### src/sv/pee_pkg.sv
// ----------------------------------------------------------------------------
// Prefix expression evaluator package
// Shared types and constants: operator codes, status codes, character codes.
// ----------------------------------------------------------------------------
package pee_pkg;

    localparam logic [1:0] OP_ADD = 2'd0;
    localparam logic [1:0] OP_SUB = 2'd1;
    localparam logic [1:0] OP_MUL = 2'd2;
    localparam logic [1:0] OP_DIV = 2'd3;

    localparam logic [1:0] ST_OK       = 2'd0;
    localparam logic [1:0] ST_NOVALUE  = 2'd1;
    localparam logic [1:0] ST_BADCHAR  = 2'd2;
    localparam logic [1:0] ST_OVERFLOW = 2'd3;

    localparam logic [7:0] CH_PLUS  = 8'h2B;
    localparam logic [7:0] CH_MINUS = 8'h2D;
    localparam logic [7:0] CH_STAR  = 8'h2A;
    localparam logic [7:0] CH_SLASH = 8'h2F;
    localparam logic [7:0] CH_ZERO  = 8'h30;
    localparam logic [7:0] CH_NINE  = 8'h39;
    localparam logic [7:0] CH_SPACE = 8'h20;
    localparam logic [7:0] CH_TAB   = 8'h09;
    localparam logic [7:0] CH_CR    = 8'h0D;

    // Request to the shared arithmetic unit.
    typedef struct packed {
        logic       start;
        logic [1:0] op;
    } alu_req_t;

    // Response from the shared arithmetic unit.
    typedef struct packed {
        logic done;
        logic div_zero;
    } alu_rsp_t;

endpackage

### src/sv/pee_alu.sv
// ----------------------------------------------------------------------------
// Prefix expression evaluator arithmetic unit
// Add, subtract and multiply are computed at launch and registered; signed division runs one
// quotient bit per cycle with a restoring shift-subtract loop.
// ----------------------------------------------------------------------------
module pee_alu #(
    parameter int VALUE_WIDTH = 32
) (
    input  logic                    clk,
    input  logic                    rst_n,
    input  pee_pkg::alu_req_t       req,
    input  logic [VALUE_WIDTH-1:0]  lhs,
    input  logic [VALUE_WIDTH-1:0]  rhs,
    output pee_pkg::alu_rsp_t       rsp,
    output logic [VALUE_WIDTH-1:0]  result
);

    localparam int CW = $clog2(VALUE_WIDTH + 1);

    logic                   busy_reg, busy_next;
    logic [CW-1:0]          cnt_reg, cnt_next;
    logic [VALUE_WIDTH-1:0] quo_reg, quo_next;
    logic [VALUE_WIDTH:0]   rem_reg, rem_next;
    logic [VALUE_WIDTH-1:0] dvs_reg, dvs_next;
    logic                   neg_reg, neg_next;
    logic [VALUE_WIDTH-1:0] res_reg, res_next;
    logic                   done_reg, done_next;
    logic                   dz_reg, dz_next;
    logic [VALUE_WIDTH-1:0] abs_l, abs_r;
    logic [VALUE_WIDTH:0]   trial;

    assign abs_l = lhs[VALUE_WIDTH-1] ? (~lhs + 1'b1) : lhs;
    assign abs_r = rhs[VALUE_WIDTH-1] ? (~rhs + 1'b1) : rhs;
    assign trial = {rem_reg[VALUE_WIDTH-1:0], quo_reg[VALUE_WIDTH-1]};

    // Operation launch and one division step per cycle.
    always_comb
    begin
        busy_next = busy_reg;
        cnt_next  = cnt_reg;
        quo_next  = quo_reg;
        rem_next  = rem_reg;
        dvs_next  = dvs_reg;
        neg_next  = neg_reg;
        res_next  = res_reg;
        done_next = 1'b0;
        dz_next   = 1'b0;
        if (req.start)
        begin
            case (req.op)
                pee_pkg::OP_ADD:
                begin
                    res_next  = lhs + rhs;
                    done_next = 1'b1;
                end
                pee_pkg::OP_SUB:
                begin
                    res_next  = lhs - rhs;
                    done_next = 1'b1;
                end
                pee_pkg::OP_MUL:
                begin
                    res_next  = VALUE_WIDTH'(lhs * rhs);
                    done_next = 1'b1;
                end
                default:
                begin
                    if (rhs == '0)
                    begin
                        dz_next   = 1'b1;
                        done_next = 1'b1;
                    end
                    else
                    begin
                        busy_next = 1'b1;
                        cnt_next  = CW'(VALUE_WIDTH);
                        quo_next  = abs_l;
                        rem_next  = '0;
                        dvs_next  = abs_r;
                        neg_next  = lhs[VALUE_WIDTH-1] ^ rhs[VALUE_WIDTH-1];
                    end
                end
            endcase
        end
        else if (busy_reg)
        begin
            if (trial >= {1'b0, dvs_reg})
            begin
                rem_next = trial - {1'b0, dvs_reg};
                quo_next = {quo_reg[VALUE_WIDTH-2:0], 1'b1};
            end
            else
            begin
                rem_next = trial;
                quo_next = {quo_reg[VALUE_WIDTH-2:0], 1'b0};
            end
            cnt_next = cnt_reg - 1'b1;
            if (cnt_reg == CW'(1))
            begin
                busy_next = 1'b0;
                done_next = 1'b1;
                res_next  = neg_reg ? (~quo_next + 1'b1) : quo_next;
            end
        end
    end

    always_ff @(posedge clk or negedge rst_n)
    begin
        if (!rst_n)
        begin
            busy_reg <= 1'b0;
            done_reg <= 1'b0;
            dz_reg   <= 1'b0;
            cnt_reg  <= '0;
        end
        else
        begin
            busy_reg <= busy_next;
            done_reg <= done_next;
            dz_reg   <= dz_next;
            cnt_reg  <= cnt_next;
        end
    end

    always_ff @(posedge clk)
    begin
        quo_reg <= quo_next;
        rem_reg <= rem_next;
        dvs_reg <= dvs_next;
        neg_reg <= neg_next;
        res_reg <= res_next;
    end

    assign rsp.done     = done_reg;
    assign rsp.div_zero = dz_reg;
    assign result       = res_reg;

endmodule

### src/sv/prefix_expression_evaluator.sv
// ----------------------------------------------------------------------------
// Prefix expression evaluator
// Evaluates a prefix expression of single digits and + - * / one character
// per input beat, with a frame stack in place of a parse tree.
// ----------------------------------------------------------------------------
// Usage: the input channel (symbol, last) carries one character per beat.
// Whitespace is skipped. The output channel (value, status) carries one beat
// for each input beat with last set. Status 0 is ok, 1 no value, 2 bad
// character, 3 stack overflow; value is zero unless status is 0.
// Flow: the block takes one character at a time and holds stall high
// while it works. A skipped or pushing character goes straight to the end
// state. A digit reads the top frame from the frame memory (registered
// read); it completes the expression when the stack is empty, fills the
// left value of a frame that has none, and otherwise pops the frame
// through the shared arithmetic unit (add, subtract, multiply or divide)
// and goes on with its result. A divide by zero ends the walk. A
// character with last set then goes to the output register. A result
// waits there while the receiver stalls; the block takes no new
// character until it is taken. Reset empties the stack and clears the
// sticky status; the frame memory needs no clearing.
// ----------------------------------------------------------------------------
module prefix_expression_evaluator #(
    parameter int STACK_DEPTH = 32,
    parameter int VALUE_WIDTH = 32
) (
    input  logic        clk,
    input  logic        rst_n,
    input  logic        in_valid,
    output logic        in_stall,
    input  logic [7:0]  symbol,
    input  logic        last,
    output logic        out_valid,
    input  logic        out_stall,
    output logic [31:0] value,
    output logic [1:0]  status
);

    localparam int AW = (STACK_DEPTH > 1) ? $clog2(STACK_DEPTH) : 1;
    localparam int PW = $clog2(STACK_DEPTH + 1);
    localparam int FW = VALUE_WIDTH + 3;

    localparam logic [2:0] S_IDLE = 3'd0;
    localparam logic [2:0] S_READ = 3'd1;
    localparam logic [2:0] S_TOP  = 3'd2;
    localparam logic [2:0] S_WAIT = 3'd3;
    localparam logic [2:0] S_END  = 3'd4;
    localparam logic [2:0] S_OUT  = 3'd5;

    logic [2:0]             state_reg, state_next;
    logic [PW-1:0]          sp_reg, sp_next;
    logic                   complete_reg, complete_next;
    logic [1:0]             sticky_reg, sticky_next;
    logic [VALUE_WIDTH-1:0] final_reg, final_next;
    logic [VALUE_WIDTH-1:0] opnd_reg, opnd_next;
    logic                   last_reg, last_next;
    logic [31:0]            value_reg, value_next;
    logic [1:0]             status_reg, status_next;

    // Frame memory: {operator, has_left, left value}.
    logic [FW-1:0]          frame_mem [STACK_DEPTH];
    logic [FW-1:0]          rd_reg;
    logic                   wr_en;
    logic [AW-1:0]          wr_addr;
    logic [FW-1:0]          wr_data;
    logic [AW-1:0]          rd_addr;

    pee_pkg::alu_req_t      req;
    pee_pkg::alu_rsp_t      rsp;
    logic [VALUE_WIDTH-1:0] alu_res;

    logic                   in_take;
    logic                   is_space, is_digit, is_op;
    logic [1:0]             op_code;
    logic [AW-1:0]          top;

    pee_alu #(.VALUE_WIDTH(VALUE_WIDTH)) u_alu (
        .clk    (clk),
        .rst_n  (rst_n),
        .req    (req),
        .lhs    (rd_reg[VALUE_WIDTH-1:0]),
        .rhs    (opnd_reg),
        .rsp    (rsp),
        .result (alu_res)
    );

    assign in_stall  = (state_reg != S_IDLE);
    assign in_take   = in_valid && !in_stall;
    assign out_valid = (state_reg == S_OUT);
    assign value     = value_reg;
    assign status    = status_reg;
    assign top       = AW'(sp_reg - 1'b1);
    assign rd_addr   = top;

    // Character classes.
    always_comb
    begin
        is_space = (symbol == pee_pkg::CH_SPACE) ||
                   (symbol >= pee_pkg::CH_TAB && symbol <= pee_pkg::CH_CR);
        is_digit = (symbol >= pee_pkg::CH_ZERO && symbol <= pee_pkg::CH_NINE);
        is_op    = 1'b1;
        case (symbol)
            pee_pkg::CH_PLUS:  op_code = pee_pkg::OP_ADD;
            pee_pkg::CH_MINUS: op_code = pee_pkg::OP_SUB;
            pee_pkg::CH_STAR:  op_code = pee_pkg::OP_MUL;
            pee_pkg::CH_SLASH: op_code = pee_pkg::OP_DIV;
            default:
            begin
                op_code = pee_pkg::OP_ADD;
                is_op   = 1'b0;
            end
        endcase
    end

    // Sequencer: parse a character, then walk the stack one frame at a time.
    always_comb
    begin
        state_next    = state_reg;
        sp_next       = sp_reg;
        complete_next = complete_reg;
        sticky_next   = sticky_reg;
        final_next    = final_reg;
        opnd_next     = opnd_reg;
        last_next     = last_reg;
        value_next    = value_reg;
        status_next   = status_reg;
        wr_en         = 1'b0;
        wr_addr       = top;
        wr_data       = '0;
        req.start     = 1'b0;
        req.op        = rd_reg[FW-1:FW-2];
        case (state_reg)
            S_IDLE:
            begin
                if (in_take)
                begin
                    last_next  = last;
                    state_next = S_END;
                    if (!complete_reg && sticky_reg == pee_pkg::ST_OK && !is_space)
                    begin
                        if (is_digit)
                        begin
                            opnd_next  = VALUE_WIDTH'(symbol - pee_pkg::CH_ZERO);
                            state_next = S_READ;
                        end
                        else if (is_op)
                        begin
                            if (sp_reg >= PW'(STACK_DEPTH))
                                sticky_next = pee_pkg::ST_OVERFLOW;
                            else
                            begin
                                wr_en   = 1'b1;
                                wr_addr = AW'(sp_reg);
                                wr_data = {op_code, 1'b0, {VALUE_WIDTH{1'b0}}};
                                sp_next = sp_reg + 1'b1;
                            end
                        end
                        else
                            sticky_next = pee_pkg::ST_BADCHAR;
                    end
                end
            end
            S_READ:
            begin
                // Operand pending; memory read of top frame issued here.
                if (sp_reg == '0)
                begin
                    complete_next = 1'b1;
                    final_next    = opnd_reg;
                    state_next    = S_END;
                end
                else
                    state_next = S_TOP;
            end
            S_TOP:
            begin
                if (!rd_reg[VALUE_WIDTH])
                begin
                    wr_en      = 1'b1;
                    wr_data    = {rd_reg[FW-1:FW-2], 1'b1, opnd_reg};
                    state_next = S_END;
                end
                else
                begin
                    req.start  = 1'b1;
                    state_next = S_WAIT;
                end
            end
            S_WAIT:
            begin
                if (rsp.done)
                begin
                    if (rsp.div_zero)
                    begin
                        sticky_next = pee_pkg::ST_NOVALUE;
                        state_next  = S_END;
                    end
                    else
                    begin
                        opnd_next  = alu_res;
                        sp_next    = sp_reg - 1'b1;
                        state_next = S_READ;
                    end
                end
            end
            S_END:
            begin
                if (last_reg)
                begin
                    if (sticky_reg != pee_pkg::ST_OK)
                    begin
                        value_next  = '0;
                        status_next = sticky_reg;
                    end
                    else if (complete_reg)
                    begin
                        value_next  = 32'(final_reg);
                        status_next = pee_pkg::ST_OK;
                    end
                    else
                    begin
                        value_next  = '0;
                        status_next = pee_pkg::ST_NOVALUE;
                    end
                    sp_next       = '0;
                    complete_next = 1'b0;
                    sticky_next   = pee_pkg::ST_OK;
                    final_next    = '0;
                    state_next    = S_OUT;
                end
                else
                    state_next = S_IDLE;
            end
            S_OUT:
            begin
                if (!out_stall)
                    state_next = S_IDLE;
            end
            default:
            begin
                state_next = S_IDLE;
            end
        endcase
    end

    always_ff @(posedge clk or negedge rst_n)
    begin
        if (!rst_n)
        begin
            state_reg    <= S_IDLE;
            sp_reg       <= '0;
            complete_reg <= 1'b0;
            sticky_reg   <= pee_pkg::ST_OK;
            final_reg    <= '0;
            last_reg     <= 1'b0;
        end
        else
        begin
            state_reg    <= state_next;
            sp_reg       <= sp_next;
            complete_reg <= complete_next;
            sticky_reg   <= sticky_next;
            final_reg    <= final_next;
            last_reg     <= last_next;
        end
    end

    always_ff @(posedge clk)
    begin
        opnd_reg   <= opnd_next;
        value_reg  <= value_next;
        status_reg <= status_next;
    end

    // Frame memory with one write port and one registered read port.
    always_ff @(posedge clk)
    begin
        if (wr_en)
            frame_mem[wr_addr] <= wr_data;
        rd_reg <= frame_mem[rd_addr];
    end

endmodule

### config.mk
export PLATFORM = sky130hd
export DESIGN_NAME = prefix_expression_evaluator
export DESIGN_NICKNAME = d
export VERILOG_FILES = /design/src/sv/pee_pkg.sv /design/src/sv/pee_alu.sv /design/src/sv/prefix_expression_evaluator.sv
export SDC_FILE = /design/constraint.sdc
export NUM_CORES = 2
export LEC_CHECK = 0
export BUFFER_PORTS_ARGS = -buffer_cell sky130_fd_sc_hd__buf_2
export CORE_MARGIN = 4
export CORE_UTILIZATION = 40
export DETAILED_ROUTE_END_ITERATION = 12
export PLACE_DENSITY = 0.59
export SYNTH_ARGS = -nofsm -noshare
export SYNTH_HDL_FRONTEND = slang
export SYNTH_HIERARCHICAL = 1
export SYNTH_SLANG_ARGS = --single-unit
### constraint.sdc
create_clock -name clk -period 11.8 [get_ports clk]
set_input_delay 2.36 -clock clk [delete_from_list [all_inputs] [get_ports clk]]
set_output_delay 2.36 -clock clk [all_outputs]
set_load 0.01 [all_outputs]
Word-level counts from Yosys, hierarchy flattened --
Memory sizes are Yosys's and may differ from the RTL's. A register that Yosys moved wholly into a read port is not among the register bits. Index checks and enable logic that the tools add are counted.
Storage, ports and cells: flip-flop bits (word level) 249, memory bits (writable) 1120, output and inout port bits 36, word-level logic and storage cells 211, memories kept 1
Operators by class: add/sub/neg operators 10, multiply operators 1, magnitude comparators 6, equality and inequality tests 29, multiplexer cells 103, bitwise logic cells 7, reduce and logical (&&, ||, !) cells 35
Memory list:
- frame_mem | depth 32, width 35, rd ports 1, clocked after Yosys merged registers in 1, wr ports 1, RTL line prefix_expression_evaluator.sv:60 | logic [FW-1:0] frame_mem [STACK_DEPTH];
Operators by type and width (count):
- 2-to-1 mux 32 bit | 23
- 2-to-1 mux 35 bit | 6
- one-hot mux 32 bit (2 select lines) | 2
- adder 32 x 1 -> 32 bit, second input constant | 3
- NOT 32 bit | 3
- one-hot mux 32 bit (3 select lines) | 1
- 2-to-1 mux 6 bit | 12
- one-hot mux 35 bit (2 select lines) | 1
- subtractor 32 bit | 2
- equality test 8 x 6 -> 1 bit, second input constant | 5
- >= comparator 33 x 32 -> 1 bit | 1
- adder 32 bit | 1
- logical NOT 32 bit | 1
- multiplier 32 x 32 -> 32 bit | 1
- 2-to-1 mux 31 bit | 1
- 2-to-1 mux 5 bit | 6
- 2-to-1 mux 1 bit | 27
- 2-to-1 mux 3 bit | 9
- != test 2 bit, second input constant | 12
- 2-to-1 mux 2 bit | 9
- one-hot mux 3 bit (6 select lines) | 1
- one-hot mux 6 bit (3 select lines) | 1
- AND reduction 3 bit | 5
- one-hot mux 2 bit (3 select lines) | 2
- other kinds (35) | 56

Logic depth before layout (Yosys ltp) --
word-level depth 10, mapped depth 29, gate-level depth less buffers 27

Hierarchy --
The synthesis kept the hierarchy.
Modules (own cells, without submodules):
- prefix_expression_evaluator | times used 1, cells an instance 2141, area each 48715.5 µm²
- pee_alu | times used 1, cells an instance 3112, area each 27383.8 µm²

Least setup slack after synthesis --
OpenSTA, ideal clock, no wires.
path kind register -> register, start reg opnd_reg[7], end reg u_alu.res_reg[28], in the netlist u_alu/result[28], data pin, library setup time 0.256 ns, arrival 7.146 ns, data required time 11.544 ns, path slack 4.398 ns, stages on the path, launching flop included 26, path buffers 2, period minus slack after synthesis 7.402 ns, cell sequence edfxtp_1 -> clkbuf_1 -> clkbuf_1 -> and2_1 -> fa_1 -> fa_1 -> fa_1 -> inv_1 -> fa_1 -> inv_1 -> fa_1 -> fa_1 -> fa_1 -> inv_1 -> fa_1 -> inv_1 -> ha_1 -> a21o_1 -> a21o_1 -> a21o_1 -> a211o_1 -> a21o_1 -> a211oi_1 -> xor2_1 -> nand2_1 -> a31o_2
Between the ends: word-level cells in the longest chain between the ends 3, elaborated cells between the ends (all ways) 5, classes of those cells 2 x add/sub; 1 x mul; 2 x mux
Ends and longest elaborated chain:
- start, declared | RTL line prefix_expression_evaluator.sv:54 | logic [VALUE_WIDTH-1:0] opnd_reg, opnd_next;
- start signal, assigned | RTL line prefix_expression_evaluator.sv:269 | opnd_reg <= opnd_next;
- multiplier 32 x 32 -> 32 bit (tied with other cells) | RTL line pee_alu.sv:63 | res_next = VALUE_WIDTH'(lhs * rhs);
- one-hot mux 32 bit (3 select lines) * | RTL line pee_alu.sv:50 | case (req.op)
- 2-to-1 mux 32 bit * | RTL line pee_alu.sv:48 | if (req.start)
- net u_alu.res_next[28] | RTL line pee_alu.sv:26 | logic [VALUE_WIDTH-1:0] res_reg, res_next;
- end signal, assigned | RTL line pee_alu.sv:131 | res_reg <= res_next;
- end, declared | RTL line pee_alu.sv:26
Mark *: on every way through the listed nets, which the timed path passes. The rest lies on a longest branch. A chain may end at the register's enable or synchronous reset.

Final worst setup path --
start reg rd_reg[9] (read register of frame_mem), end reg u_alu.res_reg[28], in the netlist u_alu/result[28], data pin
Between the ends: word-level cells in the longest chain between the ends 3, elaborated cells between the ends (all ways) 5, classes of those cells 2 x add/sub; 1 x mul; 2 x mux
Ends and longest elaborated chain:
- start, declared | RTL line prefix_expression_evaluator.sv:61 | logic [FW-1:0] rd_reg;
- multiplier 32 x 32 -> 32 bit (tied with other cells) | RTL line pee_alu.sv:63
- one-hot mux 32 bit (3 select lines) * | RTL line pee_alu.sv:50
- 2-to-1 mux 32 bit * | RTL line pee_alu.sv:48
- net u_alu.res_next[28] | RTL line pee_alu.sv:26
Marks and branches as above.

==> flow_metrics.tcl <==
set metrics [dict create \
    outcome "complete, no violations" \
    synth_cell_types 103 \
    cp.depth 25 \
    worstMarginPinSlew_ns 1.27 \
    post-place-cells 7617 \
    die_h_um 444 \
    cts_resized 0 \
    whs_path_depth 1 \
    num_vias 44346 \
    grt_pass1_wl_um 307000 \
    finalCriticalPeriod_ns 8.09 \
    grt_max_degree 127 \
    worst_path_most_repeated_cell "fa_1" \
    setup.worst_path.class "flip-flop to flip-flop" \
    dpl.hpwl_um 121000 \
    cts-hold-fix-buffers 0 \
    setup_viol 0 \
    rsz0062_at_grt "no" \
    syn_area_um2 76100 \
    antenna_found_initial 7 \
    critPathMaxFanout 17 \
    ff2ff_path_depth 25 \
    synth_nets 5874 \
    die_area_um2 197000 \
    cts_root_buf "clkbuf_16" \
    met3_usage_pct 3.71 \
    overflow 0 \
    vias_per_cell 5.62 \
    grt_pass1_vias 45339 \
    max_freq_mhz 124 \
    post-route-drc-count 0 \
    drt_first_pass_iters 6 \
    clkTransAtPathRegs_ns 0.06 \
    drtAntennaViolNets 0 \
    port_buffers 48 \
    area_delta_synth_final_pct 10.6 \
    core_um2 188000 \
    cts.sinks 1404 \
    max_slew_margin_pct 15.5 \
    synth_warnings 6 \
    crit_arrival_ns 8.62 \
    cp_top_family "adder cells" \
    fp-row-count 159 \
    post_drt_wl_per_cell_um 26.1 \
    io_pins 49 \
    yosysSeqAreaShare_pct 54.6 \
    worst_setup_path_start_kind "flip-flop" \
    maxCapViolCount 0 \
    initial_utilization_pct 40.4 \
    fin_cells 7888 \
    gp_congestion 0.863 \
    final_cell_mix "edfxtp_1 (1315), inv_1 (509), fa_1 (410), nand2_1 (405), and2_1 (375)" \
    diodes 0 \
    max_stage_delay_ns 0.87 \
    grt_util_all_layers_pct 21.0 \
    use_met2_pct 35.1 \
    required_ns 12.33 \
    drive_gt1_share_pct 16.0 \
    worst_path_max_delay_cell "dfxtp_1" \
    hold_viol 0 \
    syn_area_per_cell_um2 14.5 \
    insertion_delay_ns 0.79 \
    finalSetupTns_ns 0 \
    cts_made_buffers 148 \
    htree_num_levels 4 \
    crit_buf_inv 6 \
    grt_busiest_layer "met2" \
    cts_setup_buffers 0 \
    drt-initial-drc-count 4465 \
    min_path_type "flip-flop to flip-flop" \
    synth_edf_count 1315 \
    nets 5893 \
    synth-seq-cells 1404 \
    layout_commonest_cell "edfxtp_1" \
    synthCells 5253 \
    ys.flop_type "edfxtp_1" \
    clockBufferDepth 3 \
    period_share_pct 68.6 \
    fin_skew_ns 0.0387 \
    cts_tree "yes" \
    use_met1_pct 28.3 \
    end_kind "flip-flop" \
    routed_wl_um 206000 \
    fp.dieW_um 444 \
    maxSlewViolCount 0 \
    synthArstFlopShare_pct 3.85 \
    largest_reg_flops 1120 \
]
routing by layer:
| layer | vias to the layer above | wire length, um |
|---|---|---|
| met1 | 23431 | 84500 |
| met2 | 1631 | 102000 |
| li1 | 18953 | - |
| met3 | 329 | 14700 |
| met5 | - | 12 |
| met4 | 2 | 5340 |
cells in the mapped netlist, types with 7 or more instances:
cell      number  share of area [%]
o21a_1        23               0.23
nor2b_1       17               0.14
xor2_1       109                1.3
nand2b_1      29               0.24
nor3b_1        8              0.079
o21ai_0       99               0.65
fa_1         410                 11
mux2i_1       10               0.13
a21oi_1      129               0.85
nand4_1       11              0.090
nor2_1       160               0.79
o31ai_1       35               0.35
inv_1        511                2.5
or3_1         31               0.25
o41ai_1       21               0.24
dfrtp_1       54                1.8
nor3_1        52               0.34
a21boi_0       9              0.089
nand3_1       44               0.29
clkbuf_1     240                1.2
a211oi_1      20               0.20
ha_1         198                3.3
o211ai_1      22               0.22
or2_2         16               0.13
mux2_2        41               0.61
edfxtp_1    1315                 52
nand2_1      406                2.0
nand3b_1       9              0.089
and3_1        16               0.13
o22ai_1        7              0.058
mux4_2       350                 10
a22o_1        32               0.37
buf_2         46               0.30
a21o_1        57               0.56
xnor2_1      141                1.6
and2_1       376                3.1
buf_1         10              0.049
a31oi_1       25               0.21
dfxtp_1       35               0.92
worst reg2reg max path: cells and delay by family, from the launching register on:
kind | cells | cell delay (ns)
adder cells (fa/ha/maj) | 9 | 4.28
flip-flops | 1 | 0.87
XOR/XNOR | 1 | 0.18
buffers and inverters | 6 | 0.70
AND/OR/NAND/NOR | 2 | 0.19
AO/OA/AOI/OAI | 7 | 1.62
stage by stage:
stage          hold slack, ns  worst slack (ns)  utilization [%]  area (um2)
6_report                0.493              3.71             44.7       84200
5_1_grt                 0.503              3.38             44.7       84200
4_1_cts                 0.496              3.74             44.7       84200
3_5_place_dp            0.478              3.79             42.2       79500
3_3_place_gp            0.476              3.85             42.2       79500
2_1_floorplan           0.436              4.40                -       76100
worst paths after layout:
kind                                from          endpoint  slack (ns)
setup / recovery               rd_reg[9]  u_alu/result[28]        3.71
min in group asynchronous          rst_n      u_alu/dz_reg        1.77
setup reg to reg               rd_reg[9]  u_alu/result[28]        3.71
hold reg to reg            final_reg[18]     final_reg[18]        0.49
hold / removal             final_reg[18]     final_reg[18]        0.49
max in group asynchronous          rst_n         sp_reg[0]        9.42
cells by family (layout without fill, tap and decap cells):
logic type	after synthesis	after routing	synth area share [%]
DFF	1404	1404	54.6
and+or+nand+nor	1218	1218	8.22
buffers and inverters	816	956	4.16
adders and majority gates	608	608	14.0
AOI/OAI and AO/OA	554	554	4.98
muxes	402	402	11.1
xor gates and xnor gates	251	251	2.90
layout make-up:
cell class	count	area (um2)
Timing Repair Buffer	171	1190
Clock inverter	62	549
Tap cell	2495	3120
Inverter	514	1930
Multi-Input combinational cell	3033	31700
Fill cell	16648	104000
Clock buffer	209	4130
Sequential cell	1404	41500
Power is left out: the tool's default activity adds up to more than one toggle a clock period on the data nets, which glitch-free logic cannot reach.
